[src/tsfr_pkg.sv]
// Shared types and constants of the tone symbol frame receiver.
// No dependencies; used by every module under src.
package tsfr_pkg;

    localparam int SYM_W       = 5;
    localparam int DIGIT_W     = 4;
    localparam int CFG_W       = 7;
    localparam int CNT_W       = 7;
    localparam int DIGITS      = 16;
    localparam int ORDER_LEN   = 4;
    localparam int STOP_WINDOW = 4;
    localparam int TAIL_FILL_W = 3;

    localparam logic [CNT_W-1:0] CNT_MAX          = 7'd127;
    localparam logic [CFG_W-1:0] SLOT_FRAMES_INIT = 7'd12;

    typedef logic [DIGIT_W-1:0] digit_t;

    // Start order 1,5,9,D and stop order 2,*,B,D as nibble codes
    localparam digit_t START_ORDER [ORDER_LEN] = '{4'd0, 4'd5, 4'd10, 4'd15};
    localparam digit_t STOP_ORDER  [ORDER_LEN] = '{4'd1, 4'd12, 4'd7, 4'd15};

    typedef enum logic [1:0] {
        PH_SEARCH = 2'd0,
        PH_RECV   = 2'd1,
        PH_DONE   = 2'd2
    } phase_t;

    typedef enum logic {
        SEL_START = 1'b0,
        SEL_STOP  = 1'b1
    } order_sel_t;

    // Outcome of one tallied frame
    typedef struct packed {
        logic   slot_end;
        logic   emit;
        digit_t sym;
    } tally_res_t;

    // One result item, lowest field in the lowest bits
    typedef struct packed {
        logic [1:0] phase_now;
        logic       stop_seen;
        logic       start_seen;
        digit_t     emit_symbol;
        logic       emit_valid;
    } res_t;

endpackage

[src/tsfr_order_scan.sv]
// Serial order checker: takes one symbol of a sequence per step, oldest first.
// Depends on tsfr_pkg for the start and stop orders.
module tsfr_order_scan (
    input  logic                           clk,
    input  logic                           rst_n,
    input  logic                           clear,
    input  logic                           step,
    input  tsfr_pkg::order_sel_t           sel,
    input  logic [tsfr_pkg::SYM_W-1:0]     sym,
    output logic                           pass
);

    localparam int PAIRS = tsfr_pkg::ORDER_LEN - 1;

    logic [PAIRS-1:0] have_last_reg, have_last_next;
    logic [PAIRS-1:0] have_first_reg, have_first_next;
    logic [PAIRS-1:0] bad_reg, bad_next;

    always_comb
    begin
        logic hit_a;
        logic hit_b;
        tsfr_pkg::digit_t a;
        tsfr_pkg::digit_t b;
        for (int p = 0; p < PAIRS; p++)
        begin
            a = (sel == tsfr_pkg::SEL_STOP) ? tsfr_pkg::STOP_ORDER[p]
                                            : tsfr_pkg::START_ORDER[p];
            b = (sel == tsfr_pkg::SEL_STOP) ? tsfr_pkg::STOP_ORDER[p+1]
                                            : tsfr_pkg::START_ORDER[p+1];
            hit_a = (sym == {1'b0, a});
            hit_b = (sym == {1'b0, b});
            have_last_next[p]  = have_last_reg[p] | hit_a;
            have_first_next[p] = have_first_reg[p] | hit_b;
            // first symbol seen again after the second one appeared
            bad_next[p]        = bad_reg[p] | (hit_a & have_first_reg[p]);
        end
    end

    assign pass = &(have_last_next & have_first_next & ~bad_next);

    always_ff @(posedge clk or negedge rst_n)
    begin
        if (!rst_n)
        begin
            have_last_reg  <= '0;
            have_first_reg <= '0;
            bad_reg        <= '0;
        end
        else if (clear)
        begin
            have_last_reg  <= '0;
            have_first_reg <= '0;
            bad_reg        <= '0;
        end
        else if (step)
        begin
            have_last_reg  <= have_last_next;
            have_first_reg <= have_first_next;
            bad_reg        <= bad_next;
        end
    end

endmodule

[src/tsfr_tally.sv]
// Slot tally: per-digit counts, running best symbol and slot frame counter.
// Depends on tsfr_pkg for widths and the tally result struct.
module tsfr_tally #(
    parameter int SLOT_MAX = 64
) (
    input  logic                           clk,
    input  logic                           rst_n,
    input  logic                           en,
    input  logic                           clear,
    input  logic [tsfr_pkg::SYM_W-1:0]     sym,
    input  logic [tsfr_pkg::CFG_W-1:0]     slot_frames,
    output tsfr_pkg::tally_res_t           res
);

    localparam int LIM_W = $clog2(SLOT_MAX + 1);
    localparam int CMP_W = (LIM_W > tsfr_pkg::CFG_W) ? LIM_W : tsfr_pkg::CFG_W;

    logic [tsfr_pkg::CNT_W-1:0] count_reg [tsfr_pkg::DIGITS];
    logic [tsfr_pkg::CNT_W-1:0] best_cnt_reg, best_cnt_next;
    tsfr_pkg::digit_t           best_sym_reg, best_sym_next;
    logic [LIM_W-1:0]           frame_reg;

    logic                       is_digit;
    logic [tsfr_pkg::CNT_W-1:0] cnt_cur;
    logic [tsfr_pkg::CNT_W-1:0] cnt_inc;
    logic [CMP_W-1:0]           sf_ext;
    logic [CMP_W-1:0]           limit;
    logic [CMP_W-1:0]           frame_inc;

    assign is_digit = ~sym[tsfr_pkg::SYM_W-1] ;
    assign cnt_cur  = count_reg[sym[tsfr_pkg::DIGIT_W-1:0]];
    assign cnt_inc  = (cnt_cur == tsfr_pkg::CNT_MAX) ? cnt_cur : cnt_cur + 1'b1;

    always_comb
    begin
        best_cnt_next = best_cnt_reg;
        best_sym_next = best_sym_reg;
        // strictly greater: on a tie the earlier leader stays
        if (is_digit && (cnt_inc > best_cnt_reg))
        begin
            best_cnt_next = cnt_inc;
            best_sym_next = sym[tsfr_pkg::DIGIT_W-1:0];
        end
    end

    assign sf_ext    = CMP_W'(slot_frames);
    assign limit     = (sf_ext == '0) ? CMP_W'(1)
                     : (sf_ext > CMP_W'(SLOT_MAX)) ? CMP_W'(SLOT_MAX) : sf_ext;
    assign frame_inc = CMP_W'(frame_reg) + CMP_W'(1);

    assign res.slot_end = (frame_inc >= limit);
    assign res.emit     = res.slot_end && (best_cnt_next != '0);
    assign res.sym      = best_sym_next;

    always_ff @(posedge clk or negedge rst_n)
    begin
        if (!rst_n)
        begin
            for (int i = 0; i < tsfr_pkg::DIGITS; i++)
                count_reg[i] <= '0;
            best_cnt_reg <= '0;
            best_sym_reg <= '0;
            frame_reg    <= '0;
        end
        else if (clear || (en && res.slot_end))
        begin
            for (int i = 0; i < tsfr_pkg::DIGITS; i++)
                count_reg[i] <= '0;
            best_cnt_reg <= '0;
            best_sym_reg <= '0;
            frame_reg    <= '0;
        end
        else if (en)
        begin
            if (is_digit)
                count_reg[sym[tsfr_pkg::DIGIT_W-1:0]] <= cnt_inc;
            best_cnt_reg <= best_cnt_next;
            best_sym_reg <= best_sym_next;
            frame_reg    <= frame_inc[LIM_W-1:0];
        end
    end

endmodule

[src/tone_symbol_frame_receiver.sv]
// Tone symbol receiver: searches for the start order, then emits the most frequent
// symbol of each slot until the stop order; an item is one frame's symbol, every
// request returns one result. An ordinary frame is accepted, then its result is
// loaded; while the search window is full each frame also passes through the
// serial order scan, which reads one window entry per cycle, and a slot emission
// with a full tail runs the same scan over the four emitted symbols. A waiting
// result stalls the receiver until the output side takes it. Depends on tsfr_pkg,
// tsfr_tally and tsfr_order_scan.
module tone_symbol_frame_receiver #(
    parameter int START_WINDOW = 30,
    parameter int SLOT_MAX     = 64
) (
    input  logic        clk,
    input  logic        rst_n,
    input  logic        s_axis_tvalid,
    output logic        s_axis_tready,
    input  logic [7:0]  s_axis_tdata,   // [4:0] tone_symbol
    output logic        m_axis_tvalid,
    input  logic        m_axis_tready,
    output logic [15:0] m_axis_tdata,   // [0] emit_valid, [4:1] emit_symbol,
                                        // [5] start_seen, [6] stop_seen, [8:7] phase_now
    input  logic        cfg_valid,
    output logic        cfg_ready,
    input  logic [6:0]  cfg_data        // slot_frames
);

    localparam int FILL_W = $clog2(START_WINDOW + 1);
    localparam int SCAN_W = $clog2(START_WINDOW);
    localparam int RES_W  = $bits(tsfr_pkg::res_t);

    typedef enum logic [3:0] {
        ST_IDLE       = 4'b0001,
        ST_SCAN_START = 4'b0010,
        ST_SCAN_STOP  = 4'b0100,
        ST_WRITE      = 4'b1000
    } state_t;

    state_t                         state_reg, state_next;
    tsfr_pkg::phase_t               phase_reg, phase_next;
    logic [tsfr_pkg::CFG_W-1:0]     slot_frames_reg;
    logic [FILL_W-1:0]              fill_reg, fill_next;
    logic [tsfr_pkg::TAIL_FILL_W-1:0] tail_fill_reg, tail_fill_next;
    logic [SCAN_W-1:0]              scan_cnt_reg, scan_cnt_next;
    tsfr_pkg::res_t                 pend_reg, pend_next;
    tsfr_pkg::res_t                 out_reg;
    logic                           out_valid_reg;

    logic [tsfr_pkg::SYM_W-1:0]     win_reg  [START_WINDOW];
    tsfr_pkg::digit_t               tail_reg [tsfr_pkg::STOP_WINDOW];

    logic                           in_fire;
    logic [tsfr_pkg::SYM_W-1:0]     in_sym;
    logic                           out_free;
    logic                           win_shift, win_rotate;
    logic                           tail_shift, tail_rotate;
    logic                           scan_clear, scan_step;
    logic                           scan_pass;
    logic                           scan_last;
    tsfr_pkg::order_sel_t           scan_sel;
    logic [tsfr_pkg::SYM_W-1:0]     scan_sym;
    logic                           tally_en, tally_clear;
    tsfr_pkg::tally_res_t           tally_res;

    assign s_axis_tready = (state_reg == ST_IDLE);
    assign in_fire       = s_axis_tvalid && s_axis_tready;
    assign in_sym        = s_axis_tdata[tsfr_pkg::SYM_W-1:0];
    assign out_free      = !out_valid_reg || m_axis_tready;
    assign cfg_ready     = 1'b1;

    assign m_axis_tvalid = out_valid_reg;
    assign m_axis_tdata  = {{(16 - RES_W){1'b0}}, out_reg};

    assign scan_sel  = (state_reg == ST_SCAN_STOP) ? tsfr_pkg::SEL_STOP : tsfr_pkg::SEL_START;
    assign scan_sym  = (state_reg == ST_SCAN_STOP) ? {1'b0, tail_reg[0]} : win_reg[0];
    assign scan_step = (state_reg == ST_SCAN_START) || (state_reg == ST_SCAN_STOP);
    assign scan_last = (state_reg == ST_SCAN_STOP)
                     ? (scan_cnt_reg == SCAN_W'(tsfr_pkg::STOP_WINDOW - 1))
                     : (scan_cnt_reg == SCAN_W'(START_WINDOW - 1));
    assign win_rotate  = (state_reg == ST_SCAN_START);
    assign tail_rotate = (state_reg == ST_SCAN_STOP);

    assign tally_en = in_fire && (phase_reg == tsfr_pkg::PH_RECV);

    tsfr_tally #(
        .SLOT_MAX (SLOT_MAX)
    ) u_tally (
        .clk         (clk),
        .rst_n       (rst_n),
        .en          (tally_en),
        .clear       (tally_clear),
        .sym         (in_sym),
        .slot_frames (slot_frames_reg),
        .res         (tally_res)
    );

    tsfr_order_scan u_scan (
        .clk   (clk),
        .rst_n (rst_n),
        .clear (scan_clear),
        .step  (scan_step),
        .sel   (scan_sel),
        .sym   (scan_sym),
        .pass  (scan_pass)
    );

    always_comb
    begin
        state_next     = state_reg;
        phase_next     = phase_reg;
        fill_next      = fill_reg;
        tail_fill_next = tail_fill_reg;
        scan_cnt_next  = scan_cnt_reg;
        pend_next      = pend_reg;
        win_shift      = 1'b0;
        tail_shift     = 1'b0;
        scan_clear     = 1'b0;
        tally_clear    = 1'b0;

        unique case (state_reg)
            ST_IDLE:
            begin
                if (in_fire)
                begin
                    pend_next     = '0;
                    scan_cnt_next = '0;
                    scan_clear    = 1'b1;
                    state_next    = ST_WRITE;
                    unique case (phase_reg)
                        tsfr_pkg::PH_SEARCH:
                        begin
                            win_shift = 1'b1;
                            if (fill_reg != FILL_W'(START_WINDOW))
                                fill_next = fill_reg + 1'b1;
                            if (fill_next == FILL_W'(START_WINDOW))
                                state_next = ST_SCAN_START;
                        end
                        tsfr_pkg::PH_RECV:
                        begin
                            if (tally_res.emit)
                            begin
                                pend_next.emit_valid  = 1'b1;
                                pend_next.emit_symbol = tally_res.sym;
                                tail_shift            = 1'b1;
                                if (tail_fill_reg !=
                                    tsfr_pkg::TAIL_FILL_W'(tsfr_pkg::STOP_WINDOW))
                                    tail_fill_next = tail_fill_reg + 1'b1;
                                if (tail_fill_next ==
                                    tsfr_pkg::TAIL_FILL_W'(tsfr_pkg::STOP_WINDOW))
                                    state_next = ST_SCAN_STOP;
                            end
                        end
                        default:
                        begin
                            // finished: ignore the symbol
                        end
                    endcase
                end
            end
            ST_SCAN_START:
            begin
                scan_cnt_next = scan_cnt_reg + 1'b1;
                if (scan_last)
                begin
                    state_next = ST_WRITE;
                    if (scan_pass)
                    begin
                        pend_next.start_seen = 1'b1;
                        phase_next           = tsfr_pkg::PH_RECV;
                        tally_clear          = 1'b1;
                    end
                end
            end
            ST_SCAN_STOP:
            begin
                scan_cnt_next = scan_cnt_reg + 1'b1;
                if (scan_last)
                begin
                    state_next = ST_WRITE;
                    if (scan_pass)
                    begin
                        pend_next.stop_seen = 1'b1;
                        phase_next          = tsfr_pkg::PH_DONE;
                    end
                end
            end
            ST_WRITE:
            begin
                if (out_free)
                    state_next = ST_IDLE;
            end
            default:
            begin
                state_next = ST_IDLE;
            end
        endcase
    end

    always_ff @(posedge clk or negedge rst_n)
    begin
        if (!rst_n)
        begin
            state_reg       <= ST_IDLE;
            phase_reg       <= tsfr_pkg::PH_SEARCH;
            slot_frames_reg <= tsfr_pkg::SLOT_FRAMES_INIT;
            fill_reg        <= '0;
            tail_fill_reg   <= '0;
            scan_cnt_reg    <= '0;
            out_valid_reg   <= 1'b0;
        end
        else
        begin
            state_reg     <= state_next;
            phase_reg     <= phase_next;
            fill_reg      <= fill_next;
            tail_fill_reg <= tail_fill_next;
            scan_cnt_reg  <= scan_cnt_next;
            if (cfg_valid && cfg_ready)
                slot_frames_reg <= cfg_data;
            if ((state_reg == ST_WRITE) && out_free)
                out_valid_reg <= 1'b1;
            else if (m_axis_tready)
                out_valid_reg <= 1'b0;
        end
    end

    // Payload: pending result, output register, window and tail
    always_ff @(posedge clk)
    begin
        pend_reg <= pend_next;
        if ((state_reg == ST_WRITE) && out_free)
            out_reg <= tsfr_pkg::res_t'({phase_reg, pend_reg.stop_seen, pend_reg.start_seen,
                                         pend_reg.emit_symbol, pend_reg.emit_valid});
        // shift in the new symbol, or rotate the window under the scan
        if (win_shift || win_rotate)
        begin
            for (int i = 0; i < START_WINDOW - 1; i++)
                win_reg[i] <= win_reg[i+1];
            win_reg[START_WINDOW-1] <= win_shift ? in_sym : win_reg[0];
        end
        if (tail_shift || tail_rotate)
        begin
            for (int i = 0; i < tsfr_pkg::STOP_WINDOW - 1; i++)
                tail_reg[i] <= tail_reg[i+1];
            tail_reg[tsfr_pkg::STOP_WINDOW-1] <= tail_shift ? tally_res.sym : tail_reg[0];
        end
    end

endmodule
[config.mk]
export PLATFORM = sky130hd
export DESIGN_NAME = tone_symbol_frame_receiver
export DESIGN_NICKNAME = d
export VERILOG_FILES = /design/src/tsfr_pkg.sv /design/src/tsfr_order_scan.sv /design/src/tsfr_tally.sv /design/src/tone_symbol_frame_receiver.sv
export SDC_FILE = /design/constraint.sdc
export NUM_CORES = 1
export LEC_CHECK = 0
export BUFFER_PORTS_ARGS = -buffer_cell sky130_fd_sc_hd__buf_2
export CAP_MARGIN = 20
export CELL_PAD_IN_SITES_DETAIL_PLACEMENT = 2
export CELL_PAD_IN_SITES_GLOBAL_PLACEMENT = 2
export CORE_ASPECT_RATIO = 0.5
export CORE_MARGIN = 8
export CORE_UTILIZATION = 44
export DETAILED_ROUTE_END_ITERATION = 16
export PLACE_DENSITY_LB_ADDON = 0.1
export SYNTH_ARGS = -nofsm -noshare
export SYNTH_HDL_FRONTEND = slang
export SYNTH_HIERARCHICAL = 1
export SYNTH_SLANG_ARGS = --single-unit
[constraint.sdc]
create_clock -name clk -period 7.1 [get_ports clk]
set_input_delay 0.71 -clock clk [delete_from_list [all_inputs] [get_ports clk]]
set_output_delay 0.71 -clock clk [all_outputs]
set_load 0.005 [all_outputs]
==> impl_metrics.json <==
{
  "status": "completed",
  "placed_cells": 1566,
  "synth_top_area_share_pct": 36.7,
  "synth.mux.area_fraction_pct": 6.48,
  "sw_frac_of_total_pct": 26.9,
  "routed_wl_um": 46600,
  "maxSlewHeadroom_pct": 25.2,
  "placed_area_um2": 15400,
  "ff2ff_path_depth": 16,
  "tns_ns": 0,
  "cts_setup_buffers": 0,
  "p_int_mw": 3.56,
  "ios": 39,
  "place_ws_ns": 0.618,
  "clk-insertion-delay-late_ns": 0.55,
  "slowest_stage": "mux4_1",
  "design_area_um2": 16500,
  "avgRoutedWirePerCell_um": 28.6,
  "numCtsBuffers": 34,
  "clockBufferDepth": 3,
  "grt_usage_pct": 22.7,
  "grt_overflow_total": 0,
  "rrSetupSlack_ns": 1.26,
  "synthCells": 1139,
  "synth-simple-area-share_pct": 12.9,
  "synthXorXnorAreaFrac_pct": 0.764,
  "firstDrtPassIters": 5,
  "endpoint_kind": "flip-flop",
  "drtAntennaViolNets": 0,
  "nets": 1205,
  "fillers": 3120,
  "cp.arrival_ns": 6.41,
  "grt_pass1_wl_um": 70700,
  "max_freq_mhz": 168,
  "ys_seq_elements": 348,
  "setup_viol": 0,
  "cts_tree": "built",
  "start_kind": "primary input",
  "synth_compound_area_share_pct": 9.98,
  "finalCriticalPeriod_ns": 5.97,
  "synth_top_family_by_area": "simple AND/OR/NAND/NOR gates",
  "viasPerCell": 5.98,
  "vdd_drop_max_mv": 0.174,
  "power_switching_mw": 1.31,
  "hpwl_um": 30100,
  "gp_congestion": 0.789,
  "post-route-drc-count": 0,
  "coreArea_um2": 33200,
  "slowest_delay_ns": 0.66,
  "instances_no_fill": 1629,
  "combPwrFrac_pct": 9.1,
  "cts_repair_resize_count": 0,
  "cp_cell_sequence": "buf_2 > mux4_1 > a22oi_1 > nand2_2 > ha_1 > nand2_1 > nor2_4 > mux2i_2 > inv_2 > ha_1 > nor2b_1 > o21a_1 > o21ai_0 > a21o_1 > a2111o_1 > o311ai_0 > a41oi_1 > and3b_1 > or4b_1 > o21a_1 > o221a_2 > o21a_1",
  "syn-cell-area_um2": 14900,
  "cp_max_fo": 27,
  "min_path_type": "primary input to async pin",
  "grt_max_degree": 88,
  "power.share.sequential_pct": 54.2,
  "required_ns": 7.54,
  "synth_edf_count": 182,
  "holdBufCountCts": 0,
  "synth.avg_cell_area_um2": 13.1,
  "rsz0062_at_grt": "no",
  "hold_slack_ns": 0.248,
  "fp-row-count": 47,
  "cp_common_cell": "o21a_1",
  "grt_pass1_vias": 10700,
  "worstMarginPinSlew_ns": 1.11,
  "io_buffers": 27,
  "die_h_um": 146,
  "hold_violations": 0,
  "via_count": 9736,
  "r2r_start": "state_reg[1]",
  "cts_root_buf": "clkbuf_16",
  "start_util_pct": 44.8,
  "ys.flop_type": "edfxtp_1",
  "clockPowerShare_pct": 36.7,
  "synth_cell_type_count": 92,
  "critPathBufInv": 2,
  "drive_above_1_share_pct": 15.5,
  "leakage_nw": 6.44,
  "seq_area_frac_synth_pct": 64.6,
  "cts.sinks": 348,
  "syn_to_final_growth_pct": 11.1,
  "synth_commonest_cells": "182 x edfxtp_1, 163 x dfrtp_1, 147 x nand2_1, 108 x nor2_1, 65 x a21oi_1",
  "ys_async_sr_fraction_pct": 47.7,
  "synthAdderAreaFrac_pct": 1.76,
  "synth_area_leaders": "edfxtp_1 37%, dfrtp_1 27%, nand2_1 3.7%",
  "antenna_cells": 0,
  "synth_most_common_cell": "edfxtp_1",
  "maxCapViolations": 0,
  "htree_levels": 2,
  "first_iter_violations": 662,
  "critPathKind": "primary input to flip-flop",
  "ys_warn_count": 6,
  "min_period_over_period_pct": 84.1,
  "skew_ns": 0.0358,
  "die_area_um2": 40400,
  "yosysTopAreaCell": "edfxtp_1",
  "layout_setup_ws_ns": 1.13,
  "clk_pin_slew_worst_paths_ns": 0.07,
  "critPathTopFamily": "compound AO/OA/AOI/OAI gates",
  "maxSlewViolCount": 0,
  "antenna_found_initial": 1,
  "rr_endpoint": "u_tally/count_reg[9]",
  "power_density_nw_per_um2": 295,
  "largest_reg_flops": 150,
  "fp.dieW_um": 276
}
-- worst max-delay path by stage --
| stage | startpoint | endpoint | slack, ns | cells past startpoint |
|---|---|---|---|---|
| final | s_axis_tdata[0] | state_reg[3] | 1.13 | 22 |
| after global routing | s_axis_tdata[0] | state_reg[3] | 0.74 | 22 |
| after CTS | s_axis_tdata[0] | state_reg[3] | 1.15 | 23 |
| after detailed placement | s_axis_tdata[0] | state_reg[3] | 0.62 | 23 |
| after global placement | s_axis_tdata[0] | state_reg[3] | 0.85 | 23 |
| after floorplan | s_axis_tdata[0] | state_reg[3] | 1.46 | 26 |
-- layout by cell type, fill, tap and decap left out, drive strengths merged, types with 7 or more instances in the layout --
cell,count
a211oi,65
a21oi,66
a31oi,7
a32o,10
and2,9
and3,7
buf,58
clkbuf,53
clkinv,7
conb,8
dfrtp,163
edfxtp,182
ha,21
inv,24
mux2,17
mux2i,11
mux4,27
nand2,152
nand2b,9
nand3,44
nand4,9
nor2,109
nor2b,9
nor3,10
o21ai,11
xor2,8
-- layout make-up --
type                            instances  area (um2)  share of cell area [%]
Multi-Input combinational cell        697        4810                    29.1
Clock buffer                           53         993                    6.00
Sequential cell                       348        9620                    58.2
Timing Repair Buffer                   58         398                    2.40
Tap cell                              441         552                    3.33
Clock inverter                          7        58.8                   0.355
Inverter                               25         106                   0.643
-- kinds of logic (layout without fill, tap and decap cells) --
group,Yosys count,after routing
other cells,2,8
compound gates,204,204
fa+ha+maj,21,21
mux,55,55
flops,348,348
buf+inv,100,143
simple gates,396,396
xor+xnor,13,13
-- routing by layer --
metal / wire (um) / vias to the layer above / track usage (%) / share of wire (%)
li1: - / 4213 / - / -
met1: 19500 / 5146 / 28.4 / 42
met2: 23600 / 272 / 39.8 / 51
met3: 1790 / 105 / 3.66 / 3.8
met4: 1740 / 0 / 8.21 / 3.7
met5: 0 / - / 0 / 0
-- metrics by stage --
stage	power, mW	util [%]
6_report	4.87	49.8
5_1_grt	5.03	49.8
4_1_cts	4.92	49.6
3_5_place_dp	3.10	46.5
3_3_place_gp	2.97	46.5
2_1_floorplan	2.86	-
-- power by group through the flow --
stage	clock network [mW]	logic [mW]	registers [mW]
after detailed placement	0	0.426	2.67
after global routing	1.90	0.477	2.65
final	1.79	0.445	2.64
after CTS	1.83	0.443	2.64
after floorplan	0	0.261	2.60
after global placement	0	0.369	2.60
Power figures use the tool's default switching activity.
